[src/member_id_set_with_capacity_policy_defines.svh]
// Assertion macros shared by the member ID set RTL.
`ifndef MEMBER_ID_SET_WITH_CAPACITY_POLICY_DEFINES_SVH
`define MEMBER_ID_SET_WITH_CAPACITY_POLICY_DEFINES_SVH

// Invariant checked at every clock edge outside reset.
`define MIDSET_ASSERT(lbl, prop, msg) \
  lbl: assert property (@(posedge clk) disable iff (rst) (prop)) else $error(msg);

// Implication checked at every clock edge outside reset.
`define MIDSET_ASSERT_IMPL(lbl, ante, cons, msg) \
  lbl: assert property (@(posedge clk) disable iff (rst) (ante) |-> (cons)) else $error(msg);

`endif

[src/midset_pkg.sv]
// Types, codes and constants of the member ID set.
`timescale 1ns / 1ps
`default_nettype none
package midset_pkg;

  localparam int unsigned DEFAULT_TABLE_DEPTH = 256;

  localparam int unsigned ID_W    = 32;
  localparam int unsigned RIDX_W  = 8;
  localparam int unsigned COUNT_W = 9;
  localparam int unsigned CAP_W   = 16;
  localparam int unsigned CFG_IDX_W  = 1;
  localparam int unsigned CFG_DATA_W = 16;

  localparam logic [CAP_W-1:0] RESET_INITIAL_CAPACITY = 16'd100;
  localparam logic [CAP_W-1:0] RESET_MINIMUM_CAPACITY = 16'd100;

  // Grow test: count * GROW_NUM > GROW_DEN * capacity (count above 94.9999 percent).
  localparam int unsigned GROW_NUM = 1000000;
  localparam int unsigned GROW_DEN = 949999;
  localparam int unsigned GROW_NUM_W = 20;
  localparam int unsigned GROW_DEN_W = 20;

  // floor(x / 5) for x below 2**18 equals (x * 52429) >> 18.
  localparam int unsigned SHRINK_RECIP = 52429;
  localparam int unsigned SHRINK_SHIFT = 18;

  typedef logic [CAP_W-1:0] cap_t;

  typedef enum logic [1:0] {
    ACT_ADD    = 2'd0,
    ACT_REMOVE = 2'd1,
    ACT_READ   = 2'd2,
    ACT_NOP    = 2'd3
  } action_t;

  typedef enum logic [1:0] {
    EVT_NONE   = 2'd0,
    EVT_GROW   = 2'd1,
    EVT_SHRINK = 2'd2
  } evt_t;

  typedef enum logic [CFG_IDX_W-1:0] {
    REG_INITIAL_CAPACITY = 1'b0,
    REG_MINIMUM_CAPACITY = 1'b1
  } reg_idx_t;

  // Outcome of one pass of the resize policy.
  typedef struct packed {
    logic valid;
    evt_t evt;
    cap_t cap;
  } rsz_res_t;

  // A zero capacity is loaded as one.
  function automatic cap_t load_capacity(input cap_t v);
    return (v == '0) ? cap_t'(1) : v;
  endfunction

endpackage
`default_nettype wire

[src/midset_resize.sv]
// Two-stage capacity resize policy: grow by 1.5x or shrink by 0.8x.
`timescale 1ns / 1ps
`default_nettype none
module midset_resize #(
  parameter int unsigned TABLE_DEPTH = midset_pkg::DEFAULT_TABLE_DEPTH
) (
  input  wire logic                                 clk,
  input  wire logic                                 rst,
  input  wire logic                                 start,
  input  wire logic [$clog2(TABLE_DEPTH+1)-1:0]     count,
  input  wire midset_pkg::cap_t                     cap,
  input  wire midset_pkg::cap_t                     min_cap,
  output midset_pkg::rsz_res_t                      res
);
  import midset_pkg::*;

  localparam int unsigned CW = $clog2(TABLE_DEPTH + 1);
  localparam int unsigned LW = CW + GROW_NUM_W;
  localparam int unsigned RW = CAP_W + GROW_DEN_W;
  localparam int unsigned PW = (LW > RW) ? LW : RW;
  localparam int unsigned HW = (CW + 1 > CAP_W + 1) ? CW + 1 : CAP_W + 1;
  localparam int unsigned MW = CAP_W + 3;
  localparam int unsigned QW = CAP_W + 2 + CAP_W;

  logic [PW-1:0]    lhs;
  logic [PW-1:0]    rhs;
  logic             half_ok;
  logic             min_ok;
  cap_t             grown;
  cap_t             cap_s1;
  logic             v1;

  logic [CAP_W:0]   grow_sum;
  cap_t             min_eff;
  logic [QW-1:0]    shrink_prod;
  logic             grow_hit;

  assign min_eff  = (min_cap == '0) ? cap_t'(1) : min_cap;
  assign grow_sum = {1'b0, cap} + {2'b00, cap[CAP_W-1:1]};

  // First stage: products of the grow test and the side conditions.
  always_ff @(posedge clk) begin
    if (rst) begin
      v1 <= 1'b0;
    end else begin
      v1 <= start;
    end
    if (start) begin
      lhs     <= PW'(count) * PW'(GROW_NUM);
      rhs     <= PW'(cap) * PW'(GROW_DEN);
      half_ok <= (HW'({count, 1'b0}) <= HW'(cap));
      min_ok  <= (MW'({cap, 2'b00}) >= (MW'(min_eff) * MW'(5)));
      grown   <= grow_sum[CAP_W] ? '1 : grow_sum[CAP_W-1:0];
      cap_s1  <= cap;
    end
  end

  assign grow_hit    = (lhs > rhs);
  assign shrink_prod = QW'({cap_s1, 2'b00}) * QW'(SHRINK_RECIP);

  // Second stage: pick the new capacity.
  always_ff @(posedge clk) begin
    if (rst) begin
      res.valid <= 1'b0;
    end else begin
      res.valid <= v1;
    end
    if (v1) begin
      if (grow_hit) begin
        res.evt <= EVT_GROW;
        res.cap <= grown;
      end else if (half_ok && min_ok) begin
        res.evt <= EVT_SHRINK;
        res.cap <= shrink_prod[SHRINK_SHIFT+CAP_W-1:SHRINK_SHIFT];
      end else begin
        res.evt <= EVT_NONE;
        res.cap <= cap_s1;
      end
    end
  end
endmodule
`default_nettype wire

[config.mk]
export PLATFORM = sky130hd
export DESIGN_NAME = midset_resize
export DESIGN_NICKNAME = d
export VERILOG_FILES = /design/src/member_id_set_with_capacity_policy_defines.svh /design/src/midset_pkg.sv /design/src/midset_resize.sv
export SDC_FILE = /design/constraint.sdc
export NUM_CORES = 1
export LEC_CHECK = 0
export ABC_AREA = 1
export BUFFER_PORTS_ARGS = -buffer_cell sky130_fd_sc_hd__buf_4
export CAP_MARGIN = 10
export CORE_UTILIZATION = 50
export CTS_BUF_LIST = sky130_fd_sc_hd__clkbuf_4
export CTS_CLUSTER_SIZE = 24
export DETAILED_ROUTE_END_ITERATION = 7
export GPL_TIMING_DRIVEN = 0
export PLACE_DENSITY = 0.73
export SKIP_CTS_REPAIR_TIMING = 1
export SYNTH_ARGS = -nofsm -noshare
export SYNTH_HDL_FRONTEND = slang
export SYNTH_SLANG_ARGS = --single-unit
[constraint.sdc]
create_clock -name clk -period 6 [get_ports clk]
set_clock_uncertainty 0.2 [all_clocks]
set_input_delay 1.2 -clock clk [delete_from_list [all_inputs] [get_ports clk]]
set_output_delay 1.2 -clock clk [all_outputs]
set_load 0.03 [all_outputs]
[After elaboration in Yosys (flattened, before gate mapping)]
Cells that the tools add are included.
Storage, ports and cells
  register bits: 113
  input port bits: 44
  output and inout bits: 19
  logic and storage cells: 23
Cells by class
  $add $sub $neg: 1
  $mul: 4
  magnitude comparators: 3
  muxes and demuxes: 3
  reductions and logical operators: 2
Operators with widths (count)
  $gt 29x36->1: 1
  $mul 16x20->36 const B: 1
  $mul 16x16->32 const B: 1
  $mux 16: 2
  $mul 9x14->23 const B: 1
  $ge 18x19->1: 1
  $mul 16x3->19 const B: 1
  $mux 18: 1
  $add 16x15->17: 1
  $le 10x16->1: 1
  $logic_not 16->1: 1
  $logic_and 1x1->1: 1

[Logic depth before layout (Yosys ltp)]
Gate-level depths: netlist of run 1.
  depth in word-level cells: 4
  mapped depth: 26
  gate-level depth less buffers: 26

[Least setup slack after synthesis of run 1]
OpenSTA, ideal clock, no wires.
  kind: input to register
  start point: input port cap[4]
  end point: register rhs[21], data pin
  arrival: 5884 ps
  setup slack: -344 ps
  stages: 20
  buffers on the path: 0
  cell sequence: fa_1 -> inv_1 -> fa_1 -> inv_1 -> fa_1 -> inv_1 -> fa_1 -> fa_1 -> inv_1 -> fa_1 -> ha_1 -> nand2_1 -> inv_1 -> a21boi_0 -> o21ai_0 -> inv_1 -> nand2_1 -> nand2_1 -> nand2_1 -> xor2_1
Between the ends
  word-level cells in the longest chain between the ends: 1
Ends and longest elaborated chain
  start, declared: RTL line midset_resize.sv:11  | input wire midset_pkg::cap_t cap,
  $mul 16x20->36: RTL line midset_resize.sv:50  | rhs <= PW'(cap) * PW'(GROW_DEN);
  end signal, assigned: RTL line midset_resize.sv:50
  end, declared: RTL line midset_resize.sv:26  | logic [PW-1:0] rhs;
Every way passes these cells.
A chain may end at the register's enable or synchronous reset.

[Worst setup path after layout of run 1]
  start point: input port cap[5]
  end point: register rhs[24], data pin
The elaborated chain is that of the path after synthesis.

==> results of run 1 <==
path summary, 6_finish.rpt:
check        cells after the start                end                    from  slack (ns)
min reg2reg                      2   res[4]$_DFFE_PP_  grown[4]$_SDFFCE_PP1P_        0.37
min                              2   res[4]$_DFFE_PP_  grown[4]$_SDFFCE_PP1P_        0.37
max reg2reg                     21   res[8]$_DFFE_PP_     cap_s1[2]$_DFFE_PP_        0.17
max                             19  rhs[24]$_DFFE_PP_                  cap[5]        0.08
routing by layer:
| metal | wire (microns) | vias to the layer above | share of wire |
|---|---|---|---|
| met3 | 3144 | 46 | 0.056 |
| met5 | 0 | - | 0 |
| met1 | 27040 | 7932 | 0.48 |
| met4 | 763 | 0 | 0.014 |
| li1 | - | 8069 | - |
| met2 | 25020 | 366 | 0.45 |
worst max-delay path, delay by kind of cell:
family,cells,cell delay (ns)
fa+ha+maj,7,3.49
simple gates,5,0.55
compound gates,2,0.41
buf+inv,5,0.43
state kept, by name (all words and copies together), names as in the netlist:
name,flops
v1,1
res,19
rhs,36
min_ok,1
half_ok,1
grown,16
lhs,23
cap_s1,15
cell type report:
| type | instances | area [sq um] |
|---|---|---|
| well taps | 532 | 665.6 |
| multi-input cells | 1732 | 15890 |
| inverters | 634 | 2390 |
| repair buffers | 105 | 848.3 |
| plain buffers | 20 | 97.59 |
| fillers | 3764 | 17730 |
| diodes | 2 | 5.005 |
| clock buffers | 9 | 67.56 |
| flip-flops and latches | 112 | 3343 |
| clock inverters | 7 | 73.82 |
cells by family after synthesis:
logic type / Yosys count / share of synthesized area
AND/OR/NAND/NOR: 803 / 0.1613
adder cells (fa/ha/maj): 656 / 0.4773
buffers and inverters: 654 / 0.1180
AO/OA/AOI/OAI: 206 / 0.05649
flip-flops: 112 / 0.1591
XOR/XNOR: 67 / 0.02792
synthesized netlist by cell type (all sizes together), types with 10 or more instances:
master	n
inv	634
nand2	462
ha	413
fa	243
nor2	142
nand3	119
a21oi	111
edfxtp	110
o21ai	46
xor2	41
xnor2	26
nand4	25
or2	21
clkbuf	17
a21o	13
nor3	13
o21bai	10
through the flow:
stage                     hold WS (ns)  instances
after floorplan                 0.2944       2498
after global placement          0.3187       3092
after detailed placement        0.3272       3092
after CTS                       0.3664       3108
after global routing            0.3821       3152
final                           0.3669       3153
==> results_dict.tcl, run 1 <==
set metrics [dict create \
    drt_iter0_drc 1014 \
    grt_start_max_net_pins 94 \
    final_common_cell "inv_1" \
    grt_pass1_wl_mm 87.47 \
    clk_transition_reported_paths_ns 0.20 \
    post-route-min-period_ns 5.923 \
    synth.largest_area_cell "ha_1" \
    postSynthCellCount 2498 \
    rsz0062_at_grt "true" \
    final_cell_mix "619 x inv_1, 440 x nand2_1, 384 x ha_1" \
    clock-sinks 112 \
    arrival_ns 6.09 \
    grt_pass1_vias 16260 \
    synth.top_cell.area_share 0.2458 \
    max-slew-margin-rel 0.1728 \
    tightest_slew_ns 1.241 \
    fp.dieH_microns 207.0 \
    syn-num-nets 3198 \
    num_rows 74 \
    synthesis.area_sq_um 21020 \
    synthArstFlopShare 0 \
    critPathRequiredTime_ns 6.17 \
    areaGrowthSynthToFinish_pct 11.22 \
    finalCritPeriodShare 0.9871 \
    postPlaceCellArea_sq_um 22380 \
    maxSlewViolCount 0 \
    routabilityCongestion 0.9577 \
    startpoint_type "input pin" \
    routedWlPerCell_microns 17.75 \
    crit_top_cell "fa_1" \
    synth_edf_count 110 \
    hpwl_mm 47.95 \
    track_usage 0.2637 \
    grt-ovfl-total 0 \
    ys_seq_elements 112 \
    outcome "complete, but fails checks" \
    dr.pass1.iters 8 \
    initial_core_util 0.5113 \
    core-area_sq_um 41110 \
    critical-path-slowest-cell "fa_2" \
    fmax_ghz 0.1688 \
    hp-class "reg2reg" \
    yosys-top-cells-area "ha_1 25%, fa_1 23%, edfxtp_1 16%, inv_1 11%, nand2_1 8.2%" \
    hold_viol 0 \
    cts-root-buf "clkbuf_4" \
    drc 4 \
    yosys_warnings 0 \
    htreeDepth 3 \
    globalRouteMet2Util 0.4133 \
    viasPerCell 5.206 \
    setup_viol 0 \
    final_cell_area_sq_um 23380 \
    syn_avg_cell_area_sq_um 8.414 \
    setup_ws_ns 0.07716 \
    clk_latency_ns 0.59 \
    vias 16410 \
    layout-drive-gt1-share 0.1115 \
    ys.flop_type "edfxtp_1" \
    ctsLongestPathBuffers 2 \
    port_buffers 62 \
    top_usage_layer "met2" \
    yosysSeqAreaShare 0.1591 \
    use_met1 0.3879 \
    utilization 0.5686 \
    numCtsBuffers 9 \
    slowest_delay_ns 0.66 \
    tritoncts "yes" \
    die_w_microns 207.0 \
    antenna_found_initial 1 \
    endpoint_kind "register" \
    wl_mm 55.96 \
    cp_cell_sequence "buf_4 > fa_2 > inv_2 > fa_1 > inv_1 > fa_1 > inv_1 > fa_1 > fa_1 > inv_1 > fa_1 > ha_4 > nand2_1 > nor2_1 > nand2_2 > o21ai_4 > nand2_2 > o211ai_1 > nand2_1" \
    crit_fanout 7 \
    final_nets 3314 \
    cap_violations 0 \
    criticalPathCategory "in2reg" \
    dieArea_sq_um 42860 \
    synth_cell_types 44 \
    use_met3 0.03714 \
    post-place-ws_ns -0.7850 \
    io_pins 63 \
    failed_checks "design-rule violations" \
    ant_nets 0 \
    setup_tns_ns 0 \
]
Power of run 1 is not shown: default switching activity piles up to over one toggle a cycle in this logic, so the estimate is an artifact.
==> run 2: changes to the inputs <==
--- a/config.mk
+++ b/config.mk
@@ -8,12 +8,14 @@
 export ABC_AREA = 1
 export BUFFER_PORTS_ARGS = -buffer_cell sky130_fd_sc_hd__buf_4
 export CAP_MARGIN = 10
-export CORE_UTILIZATION = 50
+export CELL_PAD_IN_SITES_DETAIL_PLACEMENT = 0
+export CELL_PAD_IN_SITES_GLOBAL_PLACEMENT = 1
+export CORE_UTILIZATION = 46
 export CTS_BUF_LIST = sky130_fd_sc_hd__clkbuf_4
 export CTS_CLUSTER_SIZE = 24
 export DETAILED_ROUTE_END_ITERATION = 7
 export GPL_TIMING_DRIVEN = 0
-export PLACE_DENSITY = 0.73
+export PLACE_DENSITY = 0.84
 export SKIP_CTS_REPAIR_TIMING = 1
 export SYNTH_ARGS = -nofsm -noshare
 export SYNTH_HDL_FRONTEND = slang
==> run 2 against run 1 <==
Against the previous run: the run now ends clean; worst setup slack got worse by 0.020 ns; die area increased by 8.6%; routed wire length decreased by 0.83%; non-clock buffer count increased by 6; final cell count increased by 2.1%; sequential share of layout area decreased by 0.12 points; critical path depth unchanged; largest cell class unchanged; hold slack got worse by 0.031 ns; count of clock-buffer cells in the layout unchanged; via count decreased by 0.84%.
==> results_dict.tcl, run 2 (synthesis gave the netlist of run 1 again) <==
set metrics [dict create \
    outcome "completed" \
    grt_pass1_wl_mm 88.21 \
    use_met3 0.02114 \
    use_met1 0.3411 \
    post-place-ws_ns -0.8866 \
    hold_start "grown[11]$_SDFFCE_PP1P_" \
    cap_violations 0 \
    clk_latency_ns 0.60 \
    tightest_slew_ns 1.195 \
    grt_pass1_vias 16440 \
    startpoint_type "input pin" \
    antenna_found_initial 2 \
    n_fill_cell 4219 \
    rsz0062_at_grt "true" \
    routedWlPerCell_microns 17.24 \
    multi_input_area_sq_um 15930 \
    dieArea_sq_um 46550 \
    final_nets 3320 \
    clk_transition_reported_paths_ns 0.19 \
    finalCritPeriodShare 0.9904 \
    crit_fanout 6 \
    setup_viol 0 \
    globalRouteMet2Util 0.4087 \
    grt-ovfl-total 0 \
    ff_latch_area_sq_um 3343 \
    final_cell_mix "615 x inv_1, 442 x nand2_1, 382 x ha_1" \
    r2r_slack_ns 0.13 \
    ctsLongestPathBuffers 2 \
    dr.pass1.iters 7 \
    numCtsBuffers 9 \
    drt_iter0_drc 926 \
    critPathRequiredTime_ns 6.15 \
    io_pins 63 \
    endpoint_kind "register" \
    hp-class "reg2reg" \
    arrival_ns 6.09 \
    largest_reg_flops 36 \
    port_buffers 62 \
    clock-sinks 112 \
    criticalPathCategory "in2reg" \
    vias 16280 \
    htreeDepth 3 \
    setup_ws_ns 0.05752 \
    initial_core_util 0.4712 \
    routabilityCongestion 0.9386 \
    top_register "rhs" \
    cts-root-buf "clkbuf_4" \
    track_usage 0.2452 \
    areaGrowthSynthToFinish_pct 12.12 \
    ant_nets 0 \
    die_w_microns 215.8 \
    viasPerCell 5.054 \
    grt_start_max_net_pins 94 \
    wl_mm 55.50 \
    fp.dieH_microns 215.8 \
    layout-drive-gt1-share 0.1181 \
    tritoncts "yes" \
    hpwl_mm 47.83 \
    rr_startpoint "cap_s1[4]$_DFFE_PP_" \
    fmax_ghz 0.1683 \
    drc 0 \
    num_rows 77 \
    hold_viol 0 \
    top_usage_layer "met2" \
    core-area_sq_um 44610 \
    largestRegisters "rhs: 36 flops, lhs: 23 flops, res: 19 flops" \
    maxSlewViolCount 0 \
    final_common_cell "inv_1" \
    cp-startpoint "cap[2]" \
    post-route-min-period_ns 5.942 \
    max-slew-margin-rel 0.2037 \
]
run 2: changes by cell type in the layout (fill, tap and decap cells not counted), sizes merged:
cell / change
diode: +1
bufinv: +1
buf: +6
inv: -1
run 2: final timing paths:
check | endpoint | cells after the start
hold / removal | res[11]$_DFFE_PP_ | 2
hold reg to reg | res[11]$_DFFE_PP_ | 2
setup reg to reg | res[5]$_DFFE_PP_ | 20
setup / recovery | rhs[24]$_DFFE_PP_ | 19
run 2: final cells by class:
type | count | area share
Timing Repair Buffer | 111 | 0.03738
Antenna cell | 3 | 0.0003186
Clock inverter | 7 | 0.004566
Buffer | 20 | 0.004141
Multi-Input combinational cell | 1732 | 0.6759
Inverter | 634 | 0.1016
Sequential cell | 112 | 0.1419
Clock buffer | 9 | 0.002867
Tap cell | 592 | 0.03143
run 2: critical path: stages:
cell and delay [ns]:
buf_4 0.16, fa_2 0.72, inv_2 0.09, fa_2 0.56
inv_1 0.05, fa_1 0.50, fa_1 0.43, fa_1 0.53
inv_1 0.06, fa_1 0.49, inv_2 0.05, ha_4 0.32
nand2_4 0.09, nor2_4 0.13, nand2_2 0.08, o21ai_4 0.20
nand2_2 0.10, o211ai_1 0.18, nand2_1 0.14
run 2: per-stage QoR:
stage               hold WS (ns)  setup TNS, ns  area [sq um]  cells    util
detailed placement        0.3058         -16.26         22460   3152  0.5035
CTS                       0.3400         -1.220         22630   3168  0.5074
floorplan                 0.2944              0         21250   2498       -
global placement          0.3007         -15.05         22460   3152  0.5035
global route              0.3612        -0.1306         23560   3219  0.5283
finish                    0.3355              0         23570   3220  0.5283
run 2: routing by layer:
metal  vias up  part of all wire
met5         -                 0
met1      7863              0.47
met4         0             0.023
met3        54             0.036
met2       258              0.47
li1       8100                 -
Power of run 2 is left out for the same reason.
